`src/i2cu_pkg.sv`:
```
// ----------------------------------------------------------------------------
// i2cu_pkg
// Shared constants and types of the im2col unpack engine: store geometry,
// request codes, register indexes, the configuration bundle and the queue
// entry passed from the front end to the back end.
// ----------------------------------------------------------------------------
package i2cu_pkg;

    localparam int IMAGE_WORDS = 4096;
    localparam int DATA_WIDTH  = 32;
    localparam int ADDR_W      = $clog2(IMAGE_WORDS);
    localparam int LP_W        = $clog2(IMAGE_WORDS + 1);

    localparam int FIFO_DEPTH  = 4;
    localparam int FIFO_PTR_W  = $clog2(FIFO_DEPTH);
    localparam int FIFO_CNT_W  = $clog2(FIFO_DEPTH + 1);

    localparam int CFG_ADDR_W  = 5;

    localparam logic [1:0] FUNC_LOAD   = 2'd0;
    localparam logic [1:0] FUNC_FETCH  = 2'd1;
    localparam logic [1:0] FUNC_REWIND = 2'd2;

    localparam logic [2:0] REG_CHANNELS      = 3'd0;
    localparam logic [2:0] REG_IMAGE_HEIGHT  = 3'd1;
    localparam logic [2:0] REG_IMAGE_WIDTH   = 3'd2;
    localparam logic [2:0] REG_KERNEL_SIZE   = 3'd3;
    localparam logic [2:0] REG_OUT_ROWS      = 3'd4;
    localparam logic [2:0] REG_OUT_COLS      = 3'd5;
    localparam logic [2:0] REG_PADDING       = 3'd6;
    localparam logic [2:0] REG_STRIDE        = 3'd7;

    typedef struct packed {
        logic [8:0]  channels;
        logic [7:0]  image_height;
        logic [7:0]  image_width;
        logic [15:0] kernel_size;
        logic [7:0]  out_rows;
        logic [7:0]  out_cols;
        logic [15:0] padding;
        logic [15:0] stride;
    } cfg_t;

    typedef struct packed {
        logic                  is_load;
        logic [ADDR_W-1:0]     addr;
        logic [DATA_WIDTH-1:0] pixel;
        logic                  zero;
        logic                  pad;
        logic                  last;
    } op_t;

endpackage

```
`src/i2cu_fifo.sv`:
```
// ----------------------------------------------------------------------------
// i2cu_fifo
// Short first-in first-out queue of operations between the front end and
// the back end, with an occupancy count for the front end's credit check.
// ----------------------------------------------------------------------------
module i2cu_fifo
    import i2cu_pkg::*;
(
    input  logic                  aclk,
    input  logic                  aresetn,
    input  logic                  push,
    input  op_t                   push_op,
    input  logic                  pop,
    output op_t                   head_op,
    output logic                  head_valid,
    output logic [FIFO_CNT_W-1:0] count
);

    op_t                   entry_reg [FIFO_DEPTH];
    logic [FIFO_PTR_W-1:0] wr_ptr_reg, wr_ptr_next;
    logic [FIFO_PTR_W-1:0] rd_ptr_reg, rd_ptr_next;
    logic [FIFO_CNT_W-1:0] count_reg, count_next;

    always_comb begin
        wr_ptr_next = push ? wr_ptr_reg + 1'b1 : wr_ptr_reg;
        rd_ptr_next = pop ? rd_ptr_reg + 1'b1 : rd_ptr_reg;
        count_next  = count_reg;
        if (push && !pop) begin
            count_next = count_reg + 1'b1;
        end else if (pop && !push) begin
            count_next = count_reg - 1'b1;
        end
    end

    always_ff @(posedge aclk) begin
        if (!aresetn) begin
            wr_ptr_reg <= '0;
            rd_ptr_reg <= '0;
            count_reg  <= '0;
        end else begin
            wr_ptr_reg <= wr_ptr_next;
            rd_ptr_reg <= rd_ptr_next;
            count_reg  <= count_next;
        end
    end

    always_ff @(posedge aclk) begin
        if (push) begin
            entry_reg[wr_ptr_reg] <= push_op;
        end
    end

    assign head_op    = entry_reg[rd_ptr_reg];
    assign head_valid = (count_reg != '0);
    assign count      = count_reg;

endmodule

```
`config.mk`:
```
export PLATFORM = sky130hd
export DESIGN_NAME = i2cu_fifo
export DESIGN_NICKNAME = d
export VERILOG_FILES = /design/src/i2cu_pkg.sv /design/src/i2cu_fifo.sv
export SDC_FILE = /design/constraint.sdc
export NUM_CORES = 1
export LEC_CHECK = 0
export BUFFER_PORTS_ARGS = -buffer_cell sky130_fd_sc_hd__buf_2
export CAP_MARGIN = 20
export CORE_ASPECT_RATIO = 1.5
export CORE_MARGIN = 2
export CORE_UTILIZATION = 40
export CTS_CLUSTER_DIAMETER = 100
export DETAILED_ROUTE_END_ITERATION = 8
export GPL_ROUTABILITY_DRIVEN = 0
export SYNTH_ARGS = -nofsm -noshare
export SYNTH_HDL_FRONTEND = slang
export SYNTH_SLANG_ARGS = --single-unit
```
`constraint.sdc`:
```
create_clock -name aclk -period 2.1 [get_ports aclk]
set_input_delay 0.21 -clock aclk [delete_from_list [all_inputs] [get_ports aclk]]
set_output_delay 0.21 -clock aclk [all_outputs]
set_load 0.02 [all_outputs]
```
== Yosys cells after proc, flatten, opt, wreduce, memory -nomap -nowiden ==
Memory sizes are Yosys's and may differ from the RTL's. A register that Yosys moved wholly into a read port is not among the register bits.
Cells that the tools add are included.
W data, S select, Z words.

* Word-level logic and storage cells: 20
* Bits of input ports: 52
* Bits in registers: 7
* Memories: 1
* Output and inout port bits: 52
* Bits in writable memories: 192

{| class="wikitable"
|+ Memory list
! memory !! depth !! width !! rd ports !! clocked after memory_dff !! wr ports !! RTL line !! source
|-
| entry_reg || 4 || 48 || 1 || 1 || 1 || i2cu_fifo.sv:19 || <nowiki>op_t entry_reg [FIFO_DEPTH];</nowiki>
|}

* Multiplexer cells: 6
* Reductions and logical operators: 6
* $add $sub $neg: 4

{| class="wikitable"
|+ Operators with widths
! cell !! number
|-
| $mux W3 || 2
|-
| $add A2 B1 Y2 const B || 2
|-
| $mux W2 || 2
|-
| $add A3 B1 Y3 const B || 1
|-
| $reduce_bool A3 Y1 || 1
|-
| $sub A3 B1 Y3 const B || 1
|-
| $logic_and A1 B1 Y1 || 2
|-
| $logic_not A1 Y1 || 2
|-
| $mux W1 || 2
|-
| $reduce_bool A2 Y1 || 1
|}

== Depth between registers and ports, before layout ==
* Word-level depth: 4
* Depth in mapped cells: 7
* Mapped depth without buffers: 7

== Worst setup path before layout ==
OpenSTA, ideal clock, no wires.

* Kind: flip-flop to flip-flop
* From: register wr_ptr_reg[0]
* To: memory entry_reg[2][0] in the netlist's numbering, enable pin
* Stages on the path, launching flop included: 4
* Data required time: 1.690 ns
* Period minus slack after synthesis: 2.098 ns
* Setup slack: 0.002 ns
* Library setup time: 0.410 ns
* Data arrival time: 1.688 ns
* Buffers on the path: 0
* Cells stage by stage: dfxtp_1 > inv_1 > ha_1 > and2_1

{| class="wikitable"
|+ RTL lines
! item !! RTL line !! source
|-
| from (decl) || i2cu_fifo.sv:20 || <nowiki>logic [FIFO_PTR_W-1:0] wr_ptr_reg, wr_ptr_next;</nowiki>
|-
| from (signal assigned) || i2cu_fifo.sv:41 || <nowiki>wr_ptr_reg <= wr_ptr_next;</nowiki>
|-
| to (decl) || i2cu_fifo.sv:19 ||
|}

Straight into the memory's write port.

==> metrics list <==
- Outcome: complete, no violations
* Average cell area after synthesis: ~25 µm²
- TritonCTS clock tree: done
- Synth cell count leaders: sky130_fd_sc_hd__edfxtp_1 (192), sky130_fd_sc_hd__mux4_2 (48), sky130_fd_sc_hd__and2_1 (9), sky130_fd_sc_hd__dfxtp_1 (9), sky130_fd_sc_hd__ha_1 (5)
- In the routed design, unresolved DRC markers number 0.
- Count of routing violations after the opening detailed-route iteration: roughly 210
- Net count of the finished layout: around 530
- Wirelength per Cell: 19.51 µm
* Leading post-synthesis cells by cell area: sky130_fd_sc_hd__edfxtp_1 (78%), sky130_fd_sc_hd__mux4_2 (15%), sky130_fd_sc_hd__dfxtp_1 (2.4%), sky130_fd_sc_hd__ha_1 (0.85%), sky130_fd_sc_hd__and2_1 (0.77%)
* Simple-gate share of the synthesized area: 1.156%
- Across all hold checks on the routed design, the worst slack comes to 0.03015 ns.
* Synth Instances: 292
* Total global-route track usage: 14.03%
- The number of pins with negative max-slew slack in the final report was 0.
- Fraction of layout instances using a drive strength above 1: around two fifths
- XOR/XNOR Fraction of Synth Area: less than 1%
* Hold path depth: 2
- TritonCTS buffer count: 19
- Input and output buffers added on the ports amount to 103.
* Initial standard-cell utilization of the core: 40.83%
- Num rows: 60
* Flip-flop count of the largest register after layout: about 190
- Power after layout: 9.068 mW
- Final setup violation count: 0
- Overflow left after global routing: 0
- I/O pins: 104
- Register bit total from synthesis: 201
- Post-synthesis adder-cell area fraction: 1.122%
* Number of hold violations in the final report: 0
* P_leak: 3.224 nW
* Core Footprint: 18,020 µm²
- After synthesis, the largest family of logic cells by area is multiplexers.
- Yosys top cell by area: sky130_fd_sc_hd__edfxtp_1
* Element type at the critical path start: flop
- The number of nets in the synthesized netlist is 350.
- In this run the vertical extent of the chip is 170.1 µm.
* Fin crit share: around 97%
- The synthesized design devotes to its leading area cell type about 78% of total area.
- Critical register-to-register path startpoint: count[0]$_SDFFE_PN0P_
- CTS saw 201 sinks.
* Number of enable-type register cells in the synthesized netlist: 192
* Clock transition at the registers of the reported paths: roughly 0.060 ns
- Die outline width: 114.7 µm
* Number of H-tree branching levels: 1
- Compound-Gate Fraction of Synth Area: less than 1%
* R2R Path End: count[2]$_SDFFE_PN0P_
- During synthesis, Yosys emitted a total of 0 warnings.
* Multiplexer area fraction after synthesis: 14.97%
- Relative to the synthesized area, the layout overhead comes to 27.13%.
- 1st-pass router iterations: 4
- The number of cells on the worst reg-to-reg path is 4.
- Maximum count of clock buffers along a single path: 3
- Data on the critical path is required at its endpoint by 1.89 ns.
* Type of the worst min-delay path: in -> reg
- The routed layout has around 3.5k vias.
- In this run the remaining antenna-violating nets after routing total 0.
- Shortest period the worst path allows: 2.039 ns
- Netlist Area Pre-Place: roughly 7400 µm²
* Most frequently used flop master after synthesis: sky130_fd_sc_hd__edfxtp_1
* Crit path capture type: output pin
- Most used standard cell by instance count after synthesis: sky130_fd_sc_hd__edfxtp_1
- With fillers left out, the area of the finished cells amounts to 9353 µm².
* Total of max-cap violations: 0
- Setup slack on the worst reg-to-reg path comes out at about 0.6 ns.
- Number of inserted diodes: 0
- At the pin with the least slew margin, the transition time is 0.4763 ns.
- Across the routed clock network, the largest skew measured is 0.01216 ns.
- Relative slew margins: 68.25%
- Post-detailed-placement cell area: 8235 µm²
- Routed via count divided by cell count: 4.977
- Data arrives at the worst endpoint at around 1.8 ns.
- Distinct cell type count of the synthesized netlist: 19
- In this run the power density over the cells is 969.5 nW/µm².
- Entering global routing, the biggest net connects 49 pins.
- Vias in the first global route: 3,682
* DIE AREA: between 15,000 and 20,000 µm²
- Setup repair after global routing could not meet its margin everywhere.
- The first global-routing pass estimated 20.67 mm of wire.
- HPWL reported at the end of detailed placement: a little over 8 mm
* Peak supply drop: 544.0 µV
- Max Fanout on Critical Path: 18
- Kind of critical path: reg -> out
- Wires add up to roughly 14 mm.
- Sequential cells were found to cover 80.82% of the synthesized design area.
- The initial antenna violation count is 1.
- Skew-Pair Late Insertion Delay: 0.49 ns
* Clock Tree Root: sky130_fd_sc_hd__clkbuf_16
- Share of synthesized flip-flops with an asynchronous set or reset: 0%
- Peak Freq: 490.5 MHz
- Counting the fill cells in the layout gives 1,439.
- In this run the most critical hold path is launched from aresetn.
placed cells by master (no fill, tap or decap):
master,count
sky130_fd_sc_hd__clkinvlp_4,2
sky130_fd_sc_hd__clkinv_1,4
sky130_fd_sc_hd__nand2_1,1
sky130_fd_sc_hd__buf_4,8
sky130_fd_sc_hd__edfxtp_1,192
sky130_fd_sc_hd__nor2b_1,2
sky130_fd_sc_hd__bufinv_16,2
sky130_fd_sc_hd__o21ai_0,1
sky130_fd_sc_hd__inv_1,4
sky130_fd_sc_hd__or3_1,2
sky130_fd_sc_hd__ha_1,5
sky130_fd_sc_hd__dfxtp_4,1
sky130_fd_sc_hd__and2_1,5
sky130_fd_sc_hd__xor2_1,3
sky130_fd_sc_hd__dlygate4sd3_1,48
sky130_fd_sc_hd__buf_6,4
sky130_fd_sc_hd__dfxtp_2,1
sky130_fd_sc_hd__fa_1,1
sky130_fd_sc_hd__clkbuf_1,3
sky130_fd_sc_hd__buf_2,100
sky130_fd_sc_hd__mux4_2,48
sky130_fd_sc_hd__dfxtp_1,7
sky130_fd_sc_hd__inv_6,2
sky130_fd_sc_hd__mux2i_1,2
sky130_fd_sc_hd__clkinv_2,1
sky130_fd_sc_hd__clkbuf_16,19
sky130_fd_sc_hd__a21boi_0,1
sky130_fd_sc_hd__and2_2,4
sky130_fd_sc_hd__xnor2_1,2
sky130_fd_sc_hd__buf_12,5
cell families (layout without fill, tap and decap cells):
family / after synthesis / after routing
AO/OA/AOI/OAI: 2 / 2
adder cells (fa/ha/maj): 6 / 6
multiplexers: 50 / 50
XOR/XNOR: 5 / 5
buffers and inverters: 14 / 202
flip-flops: 201 / 201
AND/OR/NAND/NOR: 14 / 14
repair_timing:
action	CTS	global route
resized for setup	0	7
endpoints found under the setup margin	38	11
hold endpoints to repair	192	0
setup buffers	2	0
hold buffers	48	0
worst max-delay path: stages (launching register included):
cell and delay (ns):
sky130_fd_sc_hd__dfxtp_4 0.40, sky130_fd_sc_hd__buf_12 0.20, sky130_fd_sc_hd__mux4_2 0.54, sky130_fd_sc_hd__buf_2 0.18
power by group:
part | total, mW | internal, mW | leakage, nW | switching, mW
Clock | 3.31 | 1.92 | 0.285 | 1.40
Combinational | 1.10 | 0.500 | 1.10 | 0.603
Sequential | 4.65 | 4.60 | 1.84 | 0.0549
Total | 9.07 | 7.01 | 3.22 | 2.05
metal layers:
layer	up-vias	track usage, %	wire, µm
met4	2	4.819	305
met3	22	2.707	577
met1	1793	16.91	5323
met5	-	0	16
li1	1575	-	-
met2	77	25.06	7375
cell type report:
class	count	area [µm²]	share of cell area, %
flip-flops and latches	201	5951	63.63
multi-input cells	77	1330	14.22
clock buffers	22	486.7	5.204
inverters	4	15.01	0.1605
repair buffers	165	1186	12.68
well taps	217	271.5	2.903
clock inverters	11	112.6	1.204
per-stage QoR:
step           setup slack, ns  cells  TNS (ns)  utilization [%]
2_1_floorplan         0.001587    292         0                -
3_3_place_gp            0.3610    614         0            45.71
3_5_place_dp            0.3445    614         0            45.71
4_1_cts               0.001877    697         0            51.78
5_1_grt               -0.01746    697  -0.03959            51.91
6_report               0.06140    697         0            51.91
worst max path at each step:
stage                               start                   endpoint  slack (ns)  cells past startpoint
6_report                             flop                 head_op[4]        0.06                      3
5_1_grt                              flop                head_op[23]       -0.02                      3
4_1_cts                              flop                 head_op[7]       0.002                      3
3_5_place_dp                         push      count[2]$_SDFFE_PN0P_        0.34                      7
3_3_place_gp                         flop                head_op[23]        0.36                      3
2_1_floorplan  wr_ptr_reg[0]$_SDFFE_PN0P_  entry_reg[2][0]$_DFFE_PP_       0.002                      3
No activity file was read; power rests on OpenSTA's default activity.
