[src/i2cu_pkg.sv]
// ----------------------------------------------------------------------------
// i2cu_pkg
// Shared constants and types of the im2col unpack engine: store geometry,
// request codes, register indexes, the configuration bundle and the queue
// entry passed from the front end to the back end.
// ----------------------------------------------------------------------------
package i2cu_pkg;

    localparam int IMAGE_WORDS = 4096;
    localparam int DATA_WIDTH  = 32;
    localparam int ADDR_W      = $clog2(IMAGE_WORDS);
    localparam int LP_W        = $clog2(IMAGE_WORDS + 1);

    localparam int FIFO_DEPTH  = 4;
    localparam int FIFO_PTR_W  = $clog2(FIFO_DEPTH);
    localparam int FIFO_CNT_W  = $clog2(FIFO_DEPTH + 1);

    localparam int CFG_ADDR_W  = 5;

    localparam logic [1:0] FUNC_LOAD   = 2'd0;
    localparam logic [1:0] FUNC_FETCH  = 2'd1;
    localparam logic [1:0] FUNC_REWIND = 2'd2;

    localparam logic [2:0] REG_CHANNELS      = 3'd0;
    localparam logic [2:0] REG_IMAGE_HEIGHT  = 3'd1;
    localparam logic [2:0] REG_IMAGE_WIDTH   = 3'd2;
    localparam logic [2:0] REG_KERNEL_SIZE   = 3'd3;
    localparam logic [2:0] REG_OUT_ROWS      = 3'd4;
    localparam logic [2:0] REG_OUT_COLS      = 3'd5;
    localparam logic [2:0] REG_PADDING       = 3'd6;
    localparam logic [2:0] REG_STRIDE        = 3'd7;

    typedef struct packed {
        logic [8:0]  channels;
        logic [7:0]  image_height;
        logic [7:0]  image_width;
        logic [15:0] kernel_size;
        logic [7:0]  out_rows;
        logic [7:0]  out_cols;
        logic [15:0] padding;
        logic [15:0] stride;
    } cfg_t;

    typedef struct packed {
        logic                  is_load;
        logic [ADDR_W-1:0]     addr;
        logic [DATA_WIDTH-1:0] pixel;
        logic                  zero;
        logic                  pad;
        logic                  last;
    } op_t;

endpackage

[src/i2cu_front.sv]
// ----------------------------------------------------------------------------
// i2cu_front
// Front end: accepts requests, keeps the load pointer and the five fetch
// counters, and turns each load or fetch into a queue entry over two steps
// (image position, then store address and padding check).
// ----------------------------------------------------------------------------
module i2cu_front
    import i2cu_pkg::*;
(
    input  logic                  aclk,
    input  logic                  aresetn,
    input  cfg_t                  cfg,
    input  logic                  s_tvalid,
    output logic                  s_tready,
    input  logic [31:0]           s_tdata,  // pixel[31:0]
    input  logic [1:0]            s_tuser,  // func[1:0]
    input  logic [FIFO_CNT_W-1:0] fifo_count,
    output logic                  push,
    output op_t                   push_op
);

    logic [LP_W-1:0] load_ptr_reg, load_ptr_next;
    logic [7:0]      ch_reg, ch_next;
    logic [7:0]      krow_reg, krow_next;
    logic [7:0]      kcol_reg, kcol_next;
    logic [7:0]      orow_reg, orow_next;
    logic [7:0]      ocol_reg, ocol_next;

    logic                  v1_reg, v1_next;
    logic                  is_load1_reg;
    logic [ADDR_W-1:0]     ld_addr1_reg;
    logic [DATA_WIDTH-1:0] pixel1_reg;
    logic signed [17:0]    r1_reg, r1_next;
    logic signed [17:0]    c1_reg, c1_next;
    logic [15:0]           chh1_reg, chh1_next;
    logic                  last1_reg, last1_next;

    logic       fire, do_load, do_fetch;
    logic [8:0] nch;
    logic [7:0] krows, kcols, orows, ocols;
    logic       wc, wr, wkc, wkr, wch;
    logic [15:0] rmul, cmul;
    logic       in_img;
    logic [16:0] row_base;
    logic [24:0] addr_full;

    assign s_tready = ({1'b0, fifo_count} + {{FIFO_CNT_W{1'b0}}, v1_reg})
                      < (FIFO_CNT_W + 1)'(FIFO_DEPTH);
    assign fire     = s_tvalid && s_tready;
    assign do_load  = fire && (s_tuser == FUNC_LOAD) &&
                      (load_ptr_reg < LP_W'(IMAGE_WORDS));
    assign do_fetch = fire && (s_tuser == FUNC_FETCH);

    always_comb begin
        if (cfg.channels == 9'd0) begin
            nch = 9'd1;
        end else if (cfg.channels > 9'd256) begin
            nch = 9'd256;
        end else begin
            nch = cfg.channels;
        end
        krows = (cfg.kernel_size[7:0] == 8'd0) ? 8'd1 : cfg.kernel_size[7:0];
        kcols = (cfg.kernel_size[15:8] == 8'd0) ? 8'd1 : cfg.kernel_size[15:8];
        orows = (cfg.out_rows == 8'd0) ? 8'd1 : cfg.out_rows;
        ocols = (cfg.out_cols == 8'd0) ? 8'd1 : cfg.out_cols;

        wc  = ({1'b0, ocol_reg} + 9'd1) >= {1'b0, ocols};
        wr  = ({1'b0, orow_reg} + 9'd1) >= {1'b0, orows};
        wkc = ({1'b0, kcol_reg} + 9'd1) >= {1'b0, kcols};
        wkr = ({1'b0, krow_reg} + 9'd1) >= {1'b0, krows};
        wch = ({1'b0, ch_reg} + 9'd1) >= nch;
        last1_next = wc && wr && wkc && wkr && wch;

        rmul      = orow_reg * cfg.stride[7:0];
        cmul      = ocol_reg * cfg.stride[15:8];
        r1_next   = $signed({2'b0, rmul}) + $signed({10'b0, krow_reg})
                    - $signed({10'b0, cfg.padding[7:0]});
        c1_next   = $signed({2'b0, cmul}) + $signed({10'b0, kcol_reg})
                    - $signed({10'b0, cfg.padding[15:8]});
        chh1_next = ch_reg * cfg.image_height;

        load_ptr_next = load_ptr_reg;
        ch_next       = ch_reg;
        krow_next     = krow_reg;
        kcol_next     = kcol_reg;
        orow_next     = orow_reg;
        ocol_next     = ocol_reg;
        if (fire && (s_tuser == FUNC_REWIND)) begin
            load_ptr_next = '0;
            ch_next       = '0;
            krow_next     = '0;
            kcol_next     = '0;
            orow_next     = '0;
            ocol_next     = '0;
        end else if (do_load) begin
            load_ptr_next = load_ptr_reg + 1'b1;
        end else if (do_fetch) begin
            ocol_next = wc ? 8'd0 : ocol_reg + 8'd1;
            if (wc) begin
                orow_next = wr ? 8'd0 : orow_reg + 8'd1;
            end
            if (wc && wr) begin
                kcol_next = wkc ? 8'd0 : kcol_reg + 8'd1;
            end
            if (wc && wr && wkc) begin
                krow_next = wkr ? 8'd0 : krow_reg + 8'd1;
            end
            if (wc && wr && wkc && wkr) begin
                ch_next = wch ? 8'd0 : ch_reg + 8'd1;
            end
        end
        v1_next = do_load || do_fetch;
    end

    always_ff @(posedge aclk) begin
        if (!aresetn) begin
            load_ptr_reg <= '0;
            ch_reg       <= '0;
            krow_reg     <= '0;
            kcol_reg     <= '0;
            orow_reg     <= '0;
            ocol_reg     <= '0;
            v1_reg       <= 1'b0;
        end else begin
            load_ptr_reg <= load_ptr_next;
            ch_reg       <= ch_next;
            krow_reg     <= krow_next;
            kcol_reg     <= kcol_next;
            orow_reg     <= orow_next;
            ocol_reg     <= ocol_next;
            v1_reg       <= v1_next;
        end
    end

    always_ff @(posedge aclk) begin
        if (v1_next) begin
            is_load1_reg <= do_load;
            ld_addr1_reg <= load_ptr_reg[ADDR_W-1:0];
            pixel1_reg   <= s_tdata[DATA_WIDTH-1:0];
            r1_reg       <= r1_next;
            c1_reg       <= c1_next;
            chh1_reg     <= chh1_next;
            last1_reg    <= last1_next;
        end
    end

    always_comb begin
        in_img    = (r1_reg >= 18'sd0) && (r1_reg < $signed({10'b0, cfg.image_height})) &&
                    (c1_reg >= 18'sd0) && (c1_reg < $signed({10'b0, cfg.image_width}));
        row_base  = {1'b0, chh1_reg} + {9'b0, r1_reg[7:0]};
        addr_full = ({8'b0, row_base} * {17'b0, cfg.image_width}) + {17'b0, c1_reg[7:0]};

        push            = v1_reg;
        push_op.is_load = is_load1_reg;
        push_op.addr    = is_load1_reg ? ld_addr1_reg : addr_full[ADDR_W-1:0];
        push_op.pixel   = pixel1_reg;
        push_op.pad     = !in_img;
        push_op.zero    = !in_img || (addr_full >= 25'(IMAGE_WORDS));
        push_op.last    = last1_reg;
    end

endmodule

[config.mk]
export PLATFORM = sky130hd
export DESIGN_NAME = i2cu_front
export DESIGN_NICKNAME = d
export VERILOG_FILES = /design/src/i2cu_pkg.sv /design/src/i2cu_front.sv
export SDC_FILE = /design/constraint.sdc
export NUM_CORES = 1
export LEC_CHECK = 0
export BUFFER_PORTS_ARGS = -buffer_cell sky130_fd_sc_hd__buf_2
export CORE_MARGIN = 10
export CORE_UTILIZATION = 35
export CTS_CLUSTER_DIAMETER = 60
export CTS_CLUSTER_SIZE = 8
export DETAILED_ROUTE_END_ITERATION = 6
export HOLD_SLACK_MARGIN = 0.05
export PLACE_DENSITY = 0.48
export SYNTH_ARGS = -nofsm -noshare
export SYNTH_HDL_FRONTEND = slang
export SYNTH_SLANG_ARGS = --single-unit
export TNS_END_PERCENT = 5
[constraint.sdc]
create_clock -name aclk -period 8.4 [get_ports aclk]
set_input_delay 1.26 -clock aclk [delete_from_list [all_inputs] [get_ports aclk]]
set_output_delay 1.26 -clock aclk [all_outputs]
set_load 0.01 [all_outputs]
# --- Yosys cells after proc, flatten, opt, wreduce, memory -nomap -nowiden ---
# Index checks and enable logic that the tools add are counted.
# W data, S select, Z words.
totals:
  wordCells: 92
  latch_bits: 0
  inputBits: 129
  mem_count: 0
  rom_bits: 0
  output_inout_bits: 50
  ram_bits: 0
  register_bits: 152
classes:
  add_sub_neg: 18
  n_bitwise: 2
  n_shift: 0
  mux: 12
  eq_ne: 2
  magnitude_cmp: 13
  div_mod_pow: 0
  n_mul: 4
  reduce_logical: 27
op_table:
  columns: ["cell", "count"]
  rows:
  - ["$mux W8", 9]
  - ["$add A16 B8 Y17", 3]
  - ["$mul A8 B8 Y16", 3]
  - ["$add A8 B1 Y9 const B", 5]
  - ["$add A8 B1 Y8 const B", 5]
  - ["$ge A18 B1 Y1 const B", 2]
  - ["$ge A9 B8 Y1", 4]
  - ["$lt A18 B9 Y1", 2]
  - ["$sub A17 B8 Y18", 2]
  - ["$logic_not A8 Y1", 4]
  - ["$add A25 B8 Y25", 1]
  - ["$ge A25 B13 Y1 const B", 1]
  - ["$mul A17 B8 Y25", 1]
  - ["$mux W9", 2]
  - ["$add A13 B1 Y13 const B", 1]
  - ["$lt A13 B13 Y1 const B", 1]
  - ["$logic_and A1 B1 Y1", 12]
  - ["$mux W12", 1]
  - ["$reduce_and A3 Y1", 4]
  - ["$ge A9 B9 Y1", 1]
  - ["$gt A9 B9 Y1 const B", 1]
  - ["$logic_not A9 Y1", 1]
  - ["$add A3 B1 Y4", 1]
  - ["$lt A4 B3 Y1 const B", 1]
  - ["8 further kinds", 10]

# --- Longest topological paths before layout ---
depth:
  ltp_word: 7
  mapped_depth: 29
  ltp_nobuf: 28

# --- Worst setup path before layout ---
# Ideal clock, no wire load.
synth_path:
  kind: "reg-to-output"
  start: "register r1_reg[0]"
  end: "output port push_op[2] (netlist bit)"
  n_path_buf: 1
  arrival_ns: 6.248
  slack_ns: 0.892
  required_ns: 7.140
  stages_incl_launch_ff: 28
  path_cell_list: "edfxtp_1 ha_1 inv_1 fa_1 nor2b_1 o21ai_0 a21boi_1 o21ai_1 a21oi_1 o211ai_1 xor2_1 nor2_1 fa_1 fa_1 fa_1 inv_1 fa_1 inv_1 ha_1 clkbuf_1 nand2b_1 a21oi_1 a2111oi_0 nand4_1 a311oi_1 nand3_1 nor4b_1 nand4_1"
synth_rtl:
  columns: ["element", "line", "source"]
  rows:
  - ["start: declaration", "i2cu_front.sv:33", "logic signed [17:0] r1_reg, r1_next;"]
  - ["start signal: assignment", "i2cu_front.sv:140", "r1_reg <= r1_next;"]
  - ["end: declaration", "i2cu_front.sv:19", "output op_t push_op"]

==> metrics.cfg <==
[status]
status = finished, final reports clean

[hold_path]
hp-class = reg2reg

[worst_setup_path]
start_kind = flop
critPathKind = reg2out
worst_ep_arrival_time_ns = 6.78
crit_path_end_kind = output pin
cp.required_ns = 7.14
crit_fanout = 5

[cells_and_area]
regArea_sq_um = 4020
drive_gt1_frac = 0.126
largest_reg_flops = 32
multiInputGateArea_sq_um = 14700
nNetsFinal = 2986
n_antenna_cell = 0
final_area_sq_um = 22700
fill_cells = 5759
syn2layout_area_growth_pct = 13.2
fin_util = 0.402

[power]
ir_worst_vdd_v = 0.000136
power.density_nw_per_um2 = 136
leakagePower_nw = 11.1

[synth]
syn_nets = 2817
yosys-mux-area-fraction = 0.00629
synth.area.top_cells = fa_1, ha_1, edfxtp_1, inv_1, dfxtp_1
synth_edf_count = 98
yosys_register_bits = 152
netlist_instances = 2174
synth-simple-area-share = 0.167
synthTopCellsByCount = inv_1, ha_1, fa_1, nand2_1, nor2_1
yosysSeqAreaShare = 0.200
synth_top_family_by_area = adder cells
synth-xor-area-share = 0.0493
synth_compound_area_frac = 0.0884
syn_avg_cell_area_sq_um = 9.24
netlist_area_sq_um = 20100
synth_fa_ha_area_frac = 0.407
post-synth-top-area-fraction = 0.232
async_flop_share = 0
synth.most_common_cell = inv_1
synth_ff_type = edfxtp_1
synth.largest_area_cell = fa_1
ys_warn_count = 0
synthDistinctLibCells = 76

[floorplanning]
rows = 87
io-pin-count = 179
die_x_um = 260
core_area_sq_um = 56600
die_area_sq_um = 67400
start_util = 0.355
die_height_um = 260

[route]
wire_per_inst_um = 16.4
wl_met2_um = 26000
met1Wirelength_um = 22900
first_pass_iters = 4
wl_um = 51000
drc = 0
final_antenna_net_count = 0
vias = 15000
drtIter0Drc = 603
routed-wl-met3_um = 1250
via_per_inst = 4.83
routed.top_layer = met4

[timing]
skew_ns = 0.00928
setup_violations = 0
post-route-min-period_ns = 8.04
worst_slew_pin_slew_ns = 0.964
slew_viol_final = 0
hold_viol = 0
fmax_mhz = 124
slew_headroom = 0.357
fin_crit_sh = 0.957

[cts]
cts_tree = yes
htree_levels = 4
numCtsBuffers = 17
cts_max_path_buffers = 2
cts.sinks = 152
clockRootBuffer = clkbuf_16
clk_latency_ns = 0.45
cts.clk_slew.worst_paths_ns = 0.07

[grt]
grt_antenna_before_repair = 0
grt_max_degree = 74
grt_pass1_vias = 16100
grt_pass1_wl_um = 84000
grt_overflow = 0
track_usage = 0.154

[placement]
gp_congestion = 0.850
dpl.hpwl_um = 42700
portBuffers = 178
post_dp_cell_area_sq_um = 21900

[flow_run]
maxCapViolations = 0

## layout make-up
cell class | instances | area share
clock inverters | 11 | 0.00534
clock buffers | 21 | 0.0203
well taps | 756 | 0.0416
flip-flops and latches | 152 | 0.177
multi-input cells | 1589 | 0.645
inverters | 378 | 0.0624
repair buffers | 205 | 0.0486
## stage by stage
| stage | cells | hold WS, ns | power, W | setup slack, ns | setup TNS [ns] |
|---|---|---|---|---|---|
| 2_1_floorplan | 2174 | 0.439 | 0.00179 | 0.892 | 0 |
| 3_3_place_gp | 3073 | 0.457 | 0.00226 | 0.318 | 0 |
| 3_5_place_dp | 3073 | 0.467 | 0.00226 | 0.245 | 0 |
| 4_1_cts | 3107 | 0.482 | 0.00309 | 0.00416 | 0 |
| 5_1_grt | 3112 | 0.495 | 0.00337 | -0.0372 | -0.0372 |
| 6_report | 3112 | 0.483 | 0.00310 | 0.362 | 0 |
## cell families (layout without fill, tap and decap cells)
group,count (synthesis),count (layout)
and+or+nand+nor,681,681
adders and majority gates,514,514
buffers and inverters,433,615
AOI/OAI and AO/OA,269,269
DFF,152,152
xor gates and xnor gates,113,113
muxes,12,12
## path summary, 6_finish.rpt
| check | start | end | slack, ns | cells past startpoint |
|---|---|---|---|---|
| max | r1_reg[1]$_DFFE_PP_ | push_op[2] | 0.36 | 26 |
| max reg2reg | orow_reg[3]$_SDFFE_PP0P_ | r1_reg[17]$_DFFE_PP_ | 2.81 | 16 |
| min | load_ptr_reg[10]$_SDFFE_PP0P_ | ld_addr1_reg[10]$_DFFE_PP_ | 0.48 | 0 |
| min reg2reg | load_ptr_reg[10]$_SDFFE_PP0P_ | ld_addr1_reg[10]$_DFFE_PP_ | 0.48 | 0 |
## routing by layer
| layer | vias to the layer above | global-route usage |
|---|---|---|
| li1 | 7428 | - |
| met5 | - | 0 |
| met1 | 7383 | 0.191 |
| met3 | 39 | 0.0215 |
| met4 | 0 | 0.0390 |
| met2 | 167 | 0.277 |
## cell usage in the layout, fill, tap and decap left out, types with 54 or more instances in the layout
master / count
fa_1: 232
buf_2: 178
nand2_1: 221
nor2_1: 143
ha_1: 273
dfxtp_1: 54
inv_1: 372
and2_1: 119
edfxtp_1: 98
xnor2_1: 59
a21oi_1: 64
o21ai_0: 60
## critical path: stages (launching register included)
cell and delay (ns):
edfxtp_1 0.42, ha_1 0.32, a21o_1 0.19, a21oi_2 0.16, o21ai_0 0.09, a21o_1 0.23
a21oi_4 0.20, o21bai_1 0.12, xor2_2 0.20, buf_4 0.17, nand2_1 0.07, fa_1 0.50
inv_1 0.05, fa_1 0.47, fa_1 0.54, inv_1 0.05, fa_1 0.52, inv_1 0.04
ha_1 0.23, or3_4 0.36, o2111ai_2 0.20, a21boi_0 0.13, o41ai_1 0.33, nand4b_1 0.18
nor4b_2 0.30, nand4_1 0.11, buf_2 0.15
## what timing repair did
item                       4_1_cts  5_1_grt
pin swaps                        4       21
hold buffers                     0        0
setup buffers                    2        5
setup endpoints to repair        1        1
resized for setup               10       39
## power by group
part / internal [W] / switching (W) / total (W)
Sequential: 0.000810 / 0.00000669 / 0.000816
Combinational: 0.000616 / 0.000886 / 0.00150
Clock: 0.000455 / 0.000330 / 0.000785
Note: power is estimated with default switching activity, not from simulation.
